==> config.mk <==
export PLATFORM = sky130hd
export DESIGN_NAME = length_prefixed_message_deframer_top
export DESIGN_NICKNAME = d
export VERILOG_FILES = /design/src/rtl/lpmd_pkg.sv /design/src/rtl/lpmd_parser.sv /design/src/rtl/lpmd_rsp_fifo.sv /design/src/rtl/length_prefixed_message_deframer_top.sv
export SDC_FILE = /design/constraint.sdc
export NUM_CORES = 2
export LEC_CHECK = 0
export ABC_AREA = 1
export BUFFER_PORTS_ARGS = -buffer_cell sky130_fd_sc_hd__buf_2
export CAP_MARGIN = 25
export CORE_UTILIZATION = 45
export CTS_CLUSTER_SIZE = 24
export DETAILED_ROUTE_END_ITERATION = 12
export GPL_ROUTABILITY_DRIVEN = 0
export PLACE_DENSITY_LB_ADDON = 0.08
export SLEW_MARGIN = 20
export SYNTH_ARGS = -nofsm -noshare
export SYNTH_HDL_FRONTEND = slang
export SYNTH_SLANG_ARGS = --single-unit
export TNS_END_PERCENT = 10
==> constraint.sdc <==
create_clock -name clock -period 7.5 [get_ports clock]
set_input_delay 0.375 -clock clock [delete_from_list [all_inputs] [get_ports clock]]
set_output_delay 0.375 -clock clock [all_outputs]
set_load 0.01 [all_outputs]
==> src/rtl/lpmd_pkg.sv <==
`timescale 1ns / 1ps
// Shared types and constants of the length-prefixed message deframer.
// Used by the parser, the result queue and the top level; depends on nothing.

package lpmd_pkg;

   typedef enum logic [2:0] {
      PH_LEN,
      PH_EXLEN,
      PH_ID,
      PH_DATA,
      PH_CODE,
      PH_CTRL
   } phase_type;

   typedef enum logic [2:0] {
      EV_HEADER,
      EV_DATA,
      EV_END,
      EV_CODE,
      EV_CBYTE,
      EV_ERROR
   } kind_type;

   localparam logic [15:0] EXT_LEN_MARK = 16'hFFFF;
   localparam logic [3:0]  LEN_LAST_BYTE = 4'd1;
   localparam logic [3:0]  ID_LAST_BYTE = 4'd1;
   localparam logic [3:0]  EXLEN_LAST_BYTE = 4'd7;
   localparam logic [3:0]  CODE_LAST_BYTE = 4'd3;

   localparam int RSP_DEPTH = 4;
   localparam int RSP_PTR_W = $clog2(RSP_DEPTH);
   localparam int RSP_PAD_W = 5;

   typedef logic [RSP_PTR_W-1:0] rsp_ptr_type;
   typedef logic [RSP_PTR_W:0]   rsp_count_type;

   typedef struct packed {
      logic               last;
      logic signed [31:0] control_code;
      logic [7:0]         payload_byte;
      logic [63:0]        byte_offset;
      logic [63:0]        payload_length;
      logic [15:0]        message_id;
      kind_type           event_kind;
   } rsp_type;

   typedef struct packed {
      logic [1:0] count;
      rsp_type    first;
      rsp_type    second;
   } step_type;

endpackage

==> src/rtl/lpmd_parser.sv <==
`timescale 1ns / 1ps
// Frame parser: holds the framing state and works out, for one stream byte,
// the next state and up to two result items. Depends on lpmd_pkg.

module lpmd_parser (
   input  logic               clock,
   input  logic               reset,
   input  logic               advance,
   input  logic [7:0]         byte_in,
   output lpmd_pkg::step_type step
);

   lpmd_pkg::phase_type phase_ff, phase_in;
   logic [3:0]  fbc_ff, fbc_in;
   logic [63:0] len_ff, len_in;
   logic [15:0] id_ff, id_in;
   logic [63:0] off_ff, off_in;
   logic [31:0] code_ff, code_in;

   logic [63:0] off_inc;
   logic [31:0] code_shift;
   logic [15:0] len_short;
   logic [3:0]  fbc_len;
   logic        reached;
   logic [1:0]  cnt;
   lpmd_pkg::kind_type kind0, kind1;
   logic [63:0] off0, off1;
   logic [7:0]  byte0;
   logic [31:0] code0;
   logic        last0, last1;

   // An unused phase code restarts the length field from its first byte.
   always_comb begin
      off_inc    = off_ff + 64'd1;
      code_shift = {code_ff[23:0], byte_in};
      fbc_len    = (phase_ff == lpmd_pkg::PH_LEN) ? fbc_ff : 4'd0;
      len_short  = {len_ff[7:0], byte_in};
      reached    = (off_inc >= len_ff);
   end

   always_comb begin
      phase_in = phase_ff;
      fbc_in   = fbc_ff;
      len_in   = len_ff;
      id_in    = id_ff;
      off_in   = off_ff;
      code_in  = code_ff;
      unique case (phase_ff)
         lpmd_pkg::PH_EXLEN: begin
            len_in = {len_ff[55:0], byte_in};
            fbc_in = fbc_ff + 4'd1;
            if (fbc_ff >= lpmd_pkg::EXLEN_LAST_BYTE) begin
               fbc_in   = '0;
               phase_in = lpmd_pkg::PH_ID;
            end
         end
         lpmd_pkg::PH_ID: begin
            id_in  = {id_ff[7:0], byte_in};
            fbc_in = fbc_ff + 4'd1;
            if (fbc_ff >= lpmd_pkg::ID_LAST_BYTE) begin
               fbc_in  = '0;
               off_in  = '0;
               code_in = '0;
               if (id_in != 16'd0) begin
                  phase_in = (len_ff == 64'd0) ? lpmd_pkg::PH_LEN : lpmd_pkg::PH_DATA;
               end else begin
                  phase_in = (len_ff == 64'd0) ? lpmd_pkg::PH_LEN : lpmd_pkg::PH_CODE;
               end
            end
         end
         lpmd_pkg::PH_DATA: begin
            off_in = off_inc;
            if (reached) begin
               phase_in = lpmd_pkg::PH_LEN;
            end
         end
         lpmd_pkg::PH_CODE: begin
            code_in = code_shift;
            fbc_in  = fbc_ff + 4'd1;
            off_in  = off_inc;
            if (fbc_ff >= lpmd_pkg::CODE_LAST_BYTE) begin
               fbc_in   = '0;
               phase_in = reached ? lpmd_pkg::PH_LEN : lpmd_pkg::PH_CTRL;
            end else if (reached) begin
               fbc_in   = '0;
               phase_in = lpmd_pkg::PH_LEN;
            end
         end
         lpmd_pkg::PH_CTRL: begin
            off_in = off_inc;
            if (reached) begin
               phase_in = lpmd_pkg::PH_LEN;
            end
         end
         default: begin
            phase_in = lpmd_pkg::PH_LEN;
            if (fbc_len == 4'd0) begin
               id_in  = '0;
               off_in = '0;
               len_in = {56'd0, byte_in};
            end else begin
               len_in = {48'd0, len_short};
            end
            fbc_in = fbc_len + 4'd1;
            if (fbc_len >= lpmd_pkg::LEN_LAST_BYTE) begin
               fbc_in = '0;
               if (len_short == lpmd_pkg::EXT_LEN_MARK) begin
                  len_in   = '0;
                  phase_in = lpmd_pkg::PH_EXLEN;
               end else begin
                  phase_in = lpmd_pkg::PH_ID;
               end
            end
         end
      endcase
   end

   always_comb begin
      cnt   = 2'd0;
      kind0 = lpmd_pkg::EV_HEADER;
      kind1 = lpmd_pkg::EV_END;
      off0  = '0;
      off1  = '0;
      byte0 = '0;
      code0 = '0;
      last0 = 1'b0;
      last1 = 1'b0;
      unique case (phase_ff)
         lpmd_pkg::PH_ID: begin
            if (fbc_ff >= lpmd_pkg::ID_LAST_BYTE) begin
               if (id_in != 16'd0) begin
                  cnt   = (len_ff == 64'd0) ? 2'd2 : 2'd1;
                  kind0 = lpmd_pkg::EV_HEADER;
                  last1 = 1'b1;
               end else if (len_ff == 64'd0) begin
                  cnt   = 2'd1;
                  kind0 = lpmd_pkg::EV_ERROR;
                  last0 = 1'b1;
               end
            end
         end
         lpmd_pkg::PH_DATA: begin
            cnt   = reached ? 2'd2 : 2'd1;
            kind0 = lpmd_pkg::EV_DATA;
            off0  = off_ff;
            byte0 = byte_in;
            off1  = off_inc;
            last1 = 1'b1;
         end
         lpmd_pkg::PH_CODE: begin
            if (fbc_ff >= lpmd_pkg::CODE_LAST_BYTE) begin
               cnt   = 2'd1;
               kind0 = lpmd_pkg::EV_CODE;
               code0 = code_shift;
               last0 = reached;
            end else if (reached) begin
               cnt   = 2'd1;
               kind0 = lpmd_pkg::EV_ERROR;
               off0  = off_inc;
               last0 = 1'b1;
            end
         end
         lpmd_pkg::PH_CTRL: begin
            cnt   = 2'd1;
            kind0 = lpmd_pkg::EV_CBYTE;
            off0  = off_ff;
            byte0 = byte_in;
            last0 = reached;
         end
         default: begin
            cnt = 2'd0;
         end
      endcase
   end

   always_comb begin
      step.count                 = cnt;
      step.first.event_kind      = kind0;
      step.first.message_id      = id_in;
      step.first.payload_length  = len_in;
      step.first.byte_offset     = off0;
      step.first.payload_byte    = byte0;
      step.first.control_code    = code0;
      step.first.last            = last0;
      step.second.event_kind     = kind1;
      step.second.message_id     = id_in;
      step.second.payload_length = len_in;
      step.second.byte_offset    = off1;
      step.second.payload_byte   = '0;
      step.second.control_code   = '0;
      step.second.last           = last1;
   end

   always_ff @(posedge clock) begin
      if (reset) begin
         phase_ff <= lpmd_pkg::PH_LEN;
         fbc_ff   <= '0;
         len_ff   <= '0;
         id_ff    <= '0;
         off_ff   <= '0;
         code_ff  <= '0;
      end else if (advance) begin
         phase_ff <= phase_in;
         fbc_ff   <= fbc_in;
         len_ff   <= len_in;
         id_ff    <= id_in;
         off_ff   <= off_in;
         code_ff  <= code_in;
      end
   end

   a_fbc_range: assert property (@(posedge clock) disable iff (reset)
      fbc_ff <= lpmd_pkg::EXLEN_LAST_BYTE)
      else $error("Field byte count is out of range.");

   a_short_fields: assert property (@(posedge clock) disable iff (reset)
      (phase_ff == lpmd_pkg::PH_LEN || phase_ff == lpmd_pkg::PH_ID) |->
      fbc_ff <= lpmd_pkg::LEN_LAST_BYTE)
      else $error("Length or id field count exceeds two bytes.");

   a_code_count: assert property (@(posedge clock) disable iff (reset)
      (phase_ff == lpmd_pkg::PH_CODE) |-> fbc_ff <= lpmd_pkg::CODE_LAST_BYTE)
      else $error("Control code count exceeds four bytes.");

   a_payload_open: assert property (@(posedge clock) disable iff (reset)
      (phase_ff == lpmd_pkg::PH_DATA || phase_ff == lpmd_pkg::PH_CTRL) |->
      off_ff < len_ff)
      else $error("Payload phase entered with no bytes left.");

endmodule

==> src/rtl/lpmd_rsp_fifo.sv <==
`timescale 1ns / 1ps
// Result queue: takes up to two result items per cycle from the parser and
// hands them out one per cycle while the result channel is ready. Depends on lpmd_pkg.

module lpmd_rsp_fifo (
   input  logic               clock,
   input  logic               reset,
   input  logic               push,
   input  lpmd_pkg::step_type step,
   output logic               room,
   output logic               out_valid,
   input  logic               out_ready,
   output lpmd_pkg::rsp_type  out_item
);

   lpmd_pkg::rsp_type       mem_ff [lpmd_pkg::RSP_DEPTH];
   lpmd_pkg::rsp_ptr_type   wr_ptr_ff, wr_ptr_in;
   lpmd_pkg::rsp_ptr_type   rd_ptr_ff, rd_ptr_in;
   lpmd_pkg::rsp_count_type count_ff, count_in;
   lpmd_pkg::rsp_ptr_type   wr_next;
   logic [1:0]              push_cnt;
   logic                    pop;

   always_comb begin
      push_cnt  = push ? step.count : 2'd0;
      out_valid = (count_ff != '0);
      pop       = out_valid && out_ready;
      room      = (count_ff <= lpmd_pkg::rsp_count_type'(lpmd_pkg::RSP_DEPTH - 2));
      wr_next   = lpmd_pkg::rsp_ptr_type'(wr_ptr_ff + 1'b1);
      wr_ptr_in = lpmd_pkg::rsp_ptr_type'(wr_ptr_ff + push_cnt);
      rd_ptr_in = lpmd_pkg::rsp_ptr_type'(rd_ptr_ff + pop);
      count_in  = lpmd_pkg::rsp_count_type'(count_ff + push_cnt - pop);
      out_item  = mem_ff[rd_ptr_ff];
   end

   always_ff @(posedge clock) begin
      if (push_cnt != 2'd0) begin
         mem_ff[wr_ptr_ff] <= step.first;
      end
      if (push_cnt == 2'd2) begin
         mem_ff[wr_next] <= step.second;
      end
   end

   always_ff @(posedge clock) begin
      if (reset) begin
         wr_ptr_ff <= '0;
         rd_ptr_ff <= '0;
         count_ff  <= '0;
      end else begin
         wr_ptr_ff <= wr_ptr_in;
         rd_ptr_ff <= rd_ptr_in;
         count_ff  <= count_in;
      end
   end

   a_count_bound: assert property (@(posedge clock) disable iff (reset)
      count_ff <= lpmd_pkg::rsp_count_type'(lpmd_pkg::RSP_DEPTH))
      else $error("Result queue holds more items than it has entries.");

   a_push_room: assert property (@(posedge clock) disable iff (reset)
      (push_cnt != 2'd0) |-> room)
      else $error("Result items pushed without room.");

   a_ptr_match: assert property (@(posedge clock) disable iff (reset)
      lpmd_pkg::rsp_ptr_type'(wr_ptr_ff - rd_ptr_ff) ==
      lpmd_pkg::rsp_ptr_type'(count_ff))
      else $error("Queue pointers disagree with the fill count.");

endmodule

==> src/rtl/length_prefixed_message_deframer_top.sv <==
`timescale 1ns / 1ps
// Length-prefixed message deframer, top level: input register, frame parser
// and result queue. Depends on lpmd_pkg, lpmd_parser and lpmd_rsp_fifo.
//
// The block takes one stream byte per clock while the result queue has room
// and reports data headers, data bytes with their offsets, end markers,
// control codes, control bytes and errors. An accepted byte waits in the
// input register, is parsed straight out of it once the result queue has
// room, and its result items are registered in the queue before output.
// Most bytes give at most one result item; the second id byte of an empty
// data frame and the byte that completes a data payload give two, and the
// result queue (four entries, one item out per cycle while rsp_tready is
// high) must hand out both; a long run of such bytes is throttled to match.
// The output side alone sets the sustained rate: with rsp_tready held high,
// data bytes flow at one per clock. No clearing pass follows reset.

module length_prefixed_message_deframer_top (
   input  logic         clock,
   input  logic         reset,
   input  logic         req_tvalid,
   output logic         req_tready,
   input  logic [7:0]   req_tdata,  // [7:0] stream_byte
   output logic         rsp_tvalid,
   input  logic         rsp_tready,
   // [2:0] event_kind, [18:3] message_id, [82:19] payload_length,
   // [146:83] byte_offset, [154:147] payload_byte, [186:155] control_code,
   // [191:187] zero
   output logic [191:0] rsp_tdata,
   output logic         rsp_tlast
);

   logic               in_valid_ff, in_valid_in;
   logic [7:0]         in_byte_ff, in_byte_in;
   logic               room;
   logic               advance;
   lpmd_pkg::step_type step;
   lpmd_pkg::rsp_type  out_item;

   always_comb begin
      advance     = in_valid_ff && room;
      req_tready  = !in_valid_ff || room;
      in_byte_in  = in_byte_ff;
      in_valid_in = in_valid_ff;
      if (req_tvalid && req_tready) begin
         in_byte_in  = req_tdata;
         in_valid_in = 1'b1;
      end else if (advance) begin
         in_valid_in = 1'b0;
      end
   end

   always_ff @(posedge clock) begin
      if (reset) begin
         in_valid_ff <= 1'b0;
      end else begin
         in_valid_ff <= in_valid_in;
      end
   end

   always_ff @(posedge clock) begin
      in_byte_ff <= in_byte_in;
   end

   lpmd_parser u_parser (
      .clock   (clock),
      .reset   (reset),
      .advance (advance),
      .byte_in (in_byte_ff),
      .step    (step)
   );

   lpmd_rsp_fifo u_rsp_fifo (
      .clock     (clock),
      .reset     (reset),
      .push      (advance),
      .step      (step),
      .room      (room),
      .out_valid (rsp_tvalid),
      .out_ready (rsp_tready),
      .out_item  (out_item)
   );

   assign rsp_tdata = {{lpmd_pkg::RSP_PAD_W{1'b0}}, out_item.control_code,
                       out_item.payload_byte, out_item.byte_offset,
                       out_item.payload_length, out_item.message_id,
                       out_item.event_kind};
   assign rsp_tlast = out_item.last;

   a_hold_input: assert property (@(posedge clock) disable iff (reset)
      (in_valid_ff && !room) |=> (in_valid_ff && $stable(in_byte_ff)))
      else $error("Held input item was lost or changed.");

   a_header_not_last: assert property (@(posedge clock) disable iff (reset)
      (rsp_tvalid && out_item.event_kind == lpmd_pkg::EV_HEADER) |-> !rsp_tlast)
      else $error("A data header was marked as the last item of a frame.");

   a_data_not_last: assert property (@(posedge clock) disable iff (reset)
      (rsp_tvalid && out_item.event_kind == lpmd_pkg::EV_DATA) |-> !rsp_tlast)
      else $error("A data byte was marked as the last item of a frame.");

endmodule

==> impl_metrics.yaml <==
status:
  status: "finished, final reports clean"
final_layout:
  fin_util_pct: 50.4
  stdcell_area_sq_um: 52400
  fillers: 10200
  drive_above_1_share_pct: 8.24
  layout.cells.non_filler: 7146
  n_antenna_cell: 0
  fin_nets: 5766
  syn2layout_area_growth_pct: 10.6
floorplan:
  initial_utilization_pct: 45.6
  fp.dieW_microns: 326
  fp-row-count: 118
  die_area_sq_um: 107000
  die_h_microns: 326
  ios: 207
  core_sq_um: 104000
route:
  wl_per_cell_microns: 22.0
  dr.pass1.iters: 6
  drt_iter0_markers: 4162
  drt-total-wl_mm: 157
  drc: 0
  route.antenna.remaining_nets: 0
  via_per_inst: 5.73
  vias: 40900
timing:
  setup_tns_ns: 0
  timing.final.crit_share_pct: 85.8
  setup_viol: 0
  fin_crit_ns: 6.43
  worstMarginPinSlew_ns: 1.33
  rsz0062_at_grt: "false"
  fmax_mhz: 155
  slew_viol_final: 0
  maxSlewHeadroom_pct: 11.6
  hold_viol_final: 0
  finClkSkew_ns: 0.0394
min_path:
  holdPathStages: 2
  hold_path_end: "u_parser.code_ff[3]"
  hold_path.class: "in -> reg"
  min_from: "reset"
synthesis:
  syn-cell-area_sq_um: 47400
  synth_cell_type_count: 46
  netlist_top_cells_area: "edfxtp_1 (37%), dfxtp_1 (15%), nor2_1 (8.1%)"
  synth_seq_cells: 943
  synth_most_common_cell: "nor2_1"
  synthTopCellsByCount: "nor2_1 (1,019), o21ai_0 (697), edfxtp_1 (588), inv_1 (582), nand2_1 (569)"
  syn_area_per_cell_sq_um: 8.31
  yosysTopAreaCell: "edfxtp_1"
  ys_seq_area_share_pct: 52.3
  synth_warnings: 0
  synth.top_cell.area_share_pct: 37.3
  synthCells: 5697
  async_flop_share_pct: 0
  synth_enable_flop_cells: 588
  ys.flop_type: "edfxtp_1"
worst_setup_path:
  regToRegSetupSlack_ns: 1.07
  rr_endpoint: "u_rsp_fifo.mem_ff[1][105]"
  r2r_start: "u_parser.off_ff[0]"
  start_kind: "flop"
  cp.arrival_ns: 6.77
  end_kind: "flop"
  cp.required_ns: 7.84
  reg2reg_depth: 26
  crit_type: "reg -> reg"
  cp_max_fo: 46
global_routing:
  use_met2_pct: 45.7
  grt_pass1_vias: 37600
  gr-usage-all-layers_pct: 28.6
  antenna_found_initial: 1
  grtUsageMet1_pct: 40.9
  overflow: 0
  grt_pass1_wl_mm: 237
  grt_max_degree: 224
  busiest_layer: "met2"
  grtUsageMet3_pct: 3.21
clock_network:
  cts_resized: 0
  cts_tree: "built"
  post-cts-setup-buffer-count: 0
  root_buffer: "clkbuf_16"
  insertion_delay_ns: 0.73
  clkTransAtPathRegs_ns: 0.06
  cts_buffers: 106
  cts_hold_buf: 9
  cts_sinks: 943
  cts_max_path_buffers: 3
  cts_htree_levels: 3
power_and_ir_drop:
  ir_drop_mv: 0.225
  power.leakage_nw: 20.4
  power.density_nw_per_um2: 272
placed_design:
  dp_hpwl_mm: 95.5
  place_area_sq_um: 48800
  placed_cells: 6933
  port-buffer-count: 201
job:
  cap_viol_max_count: 0
==> worst max-delay path: stages (launching register included) <==
cell     delay [ns]
dfxtp_1        0.51
nand3_1        0.24
inv_1          0.16
nand2_1        0.20
nor2_1         0.16
nand4_1        0.20
nor2_1         0.37
nand3_1        0.29
nor2_1         0.21
xor2_1         0.26
inv_1          0.12
ha_1           0.31
nand2_1        0.07
nor2_1         0.20
nand4_1        0.14
nor2_2         0.15
nand2_1        0.07
nor2_1         0.10
nand2_1        0.13
nand2_2        0.19
nand2_1        0.08
nand2_1        0.12
nand2_4        0.11
nand2_8        0.17
nand2_4        0.35
nand2_8        0.39
buf_4          0.63
==> report_power, final <==
part	internal, mW	total (mW)	switching, mW
Combinational	1.01	3.41	2.39
Clock	2.95	5.16	2.21
Sequential	5.57	5.68	0.111
Total	9.53	14.2	4.72
==> area by class of cell <==
| cell class | instances | area, sq um | share of cell area, % |
|---|---|---|---|
| Sequential cell | 943 | 24800 | 47.3 |
| Multi-Input combinational cell | 3754 | 18400 | 35.1 |
| Clock buffer | 161 | 3080 | 5.88 |
| Inverter | 597 | 2260 | 4.32 |
| Timing Repair Buffer | 272 | 1790 | 3.41 |
| Tap cell | 1380 | 1730 | 3.30 |
| Clock inverter | 39 | 352 | 0.671 |
==> registers in the layout, indices dropped and copies added (netlist names) <==
register,count
u_parser.len_ff,64
in_valid_ff,1
u_parser.off_ff,64
u_rsp_fifo.count_ff,3
u_rsp_fifo.mem_ff,752
in_byte_ff,8
u_parser.phase_ff,3
u_parser.fbc_ff,4
u_parser.code_ff,24
u_rsp_fifo.wr_ptr_ff,2
u_rsp_fifo.rd_ptr_ff,2
u_parser.id_ff,16
==> cell families after synthesis <==
group / count (synthesis) / share of synthesized area, %
flops: 943 / 52.3
buf+inv: 1004 / 9.10
other cells: 1 / 0.00792
compound gates: 1447 / 16.3
simple gates: 2160 / 19.0
xor+xnor: 62 / 1.15
fa+ha+maj: 80 / 2.13
==> how the worst max path moves through the flow <==
stage | start | depth (start not counted) | endpoint | slack [ns]
2_1_floorplan | u_parser.off_ff[0] | 29 | u_rsp_fifo.mem_ff[2][11] | 1.56
3_3_place_gp | u_parser.off_ff[0] | 28 | u_rsp_fifo.mem_ff[1][47] | 1.38
3_5_place_dp | u_parser.off_ff[0] | 28 | u_rsp_fifo.mem_ff[1][76] | 1.18
4_1_cts | u_parser.off_ff[0] | 28 | u_rsp_fifo.mem_ff[1][60] | 1.09
5_1_grt | u_parser.off_ff[0] | 29 | u_rsp_fifo.mem_ff[1][49] | 0.67
6_report | u_parser.off_ff[0] | 26 | u_rsp_fifo.mem_ff[1][105] | 1.07
==> cells in the final DEF, fill, tap and decap left out, types with 6 or more instances in the layout <==
cell	count
clkinv_1	14
o22ai_2	6
o22ai_1	323
clkinv_2	17
clkbuf_1	34
buf_4	45
nand2_4	8
xor2_1	59
clkbuf_16	108
nand2_1	567
buf_2	200
nor3_1	41
ha_1	79
nor4_1	29
dfxtp_1	353
a21oi_1	341
inv_2	8
nand3_1	438
nand2_2	6
o21ai_1	66
clkbuf_8	18
inv_1	579
nor2_1	1015
dlygate4sd3_1	9
edfxtp_1	588
nand4_1	35
buf_12	14
o21ai_0	697
==> metrics by stage <==
step / hold slack [ns] / power (mW) / setup slack, ns
floorplan: 0.424 / 7.80 / 1.56
global placement: 0.438 / 9.19 / 1.38
detailed placement: 0.439 / 9.20 / 1.18
CTS: 0.185 / 14.3 / 1.09
global route: 0.232 / 14.9 / 0.673
finish: 0.230 / 14.2 / 1.07
==> metal layers <==
metal,vias to the layer above,share of wire (%)
li1,19300,-
met1,19900,45
met2,1458,47
met3,227,5.8
met4,0,2.5
met5,-,0
(Power assumes the default switching activity.)
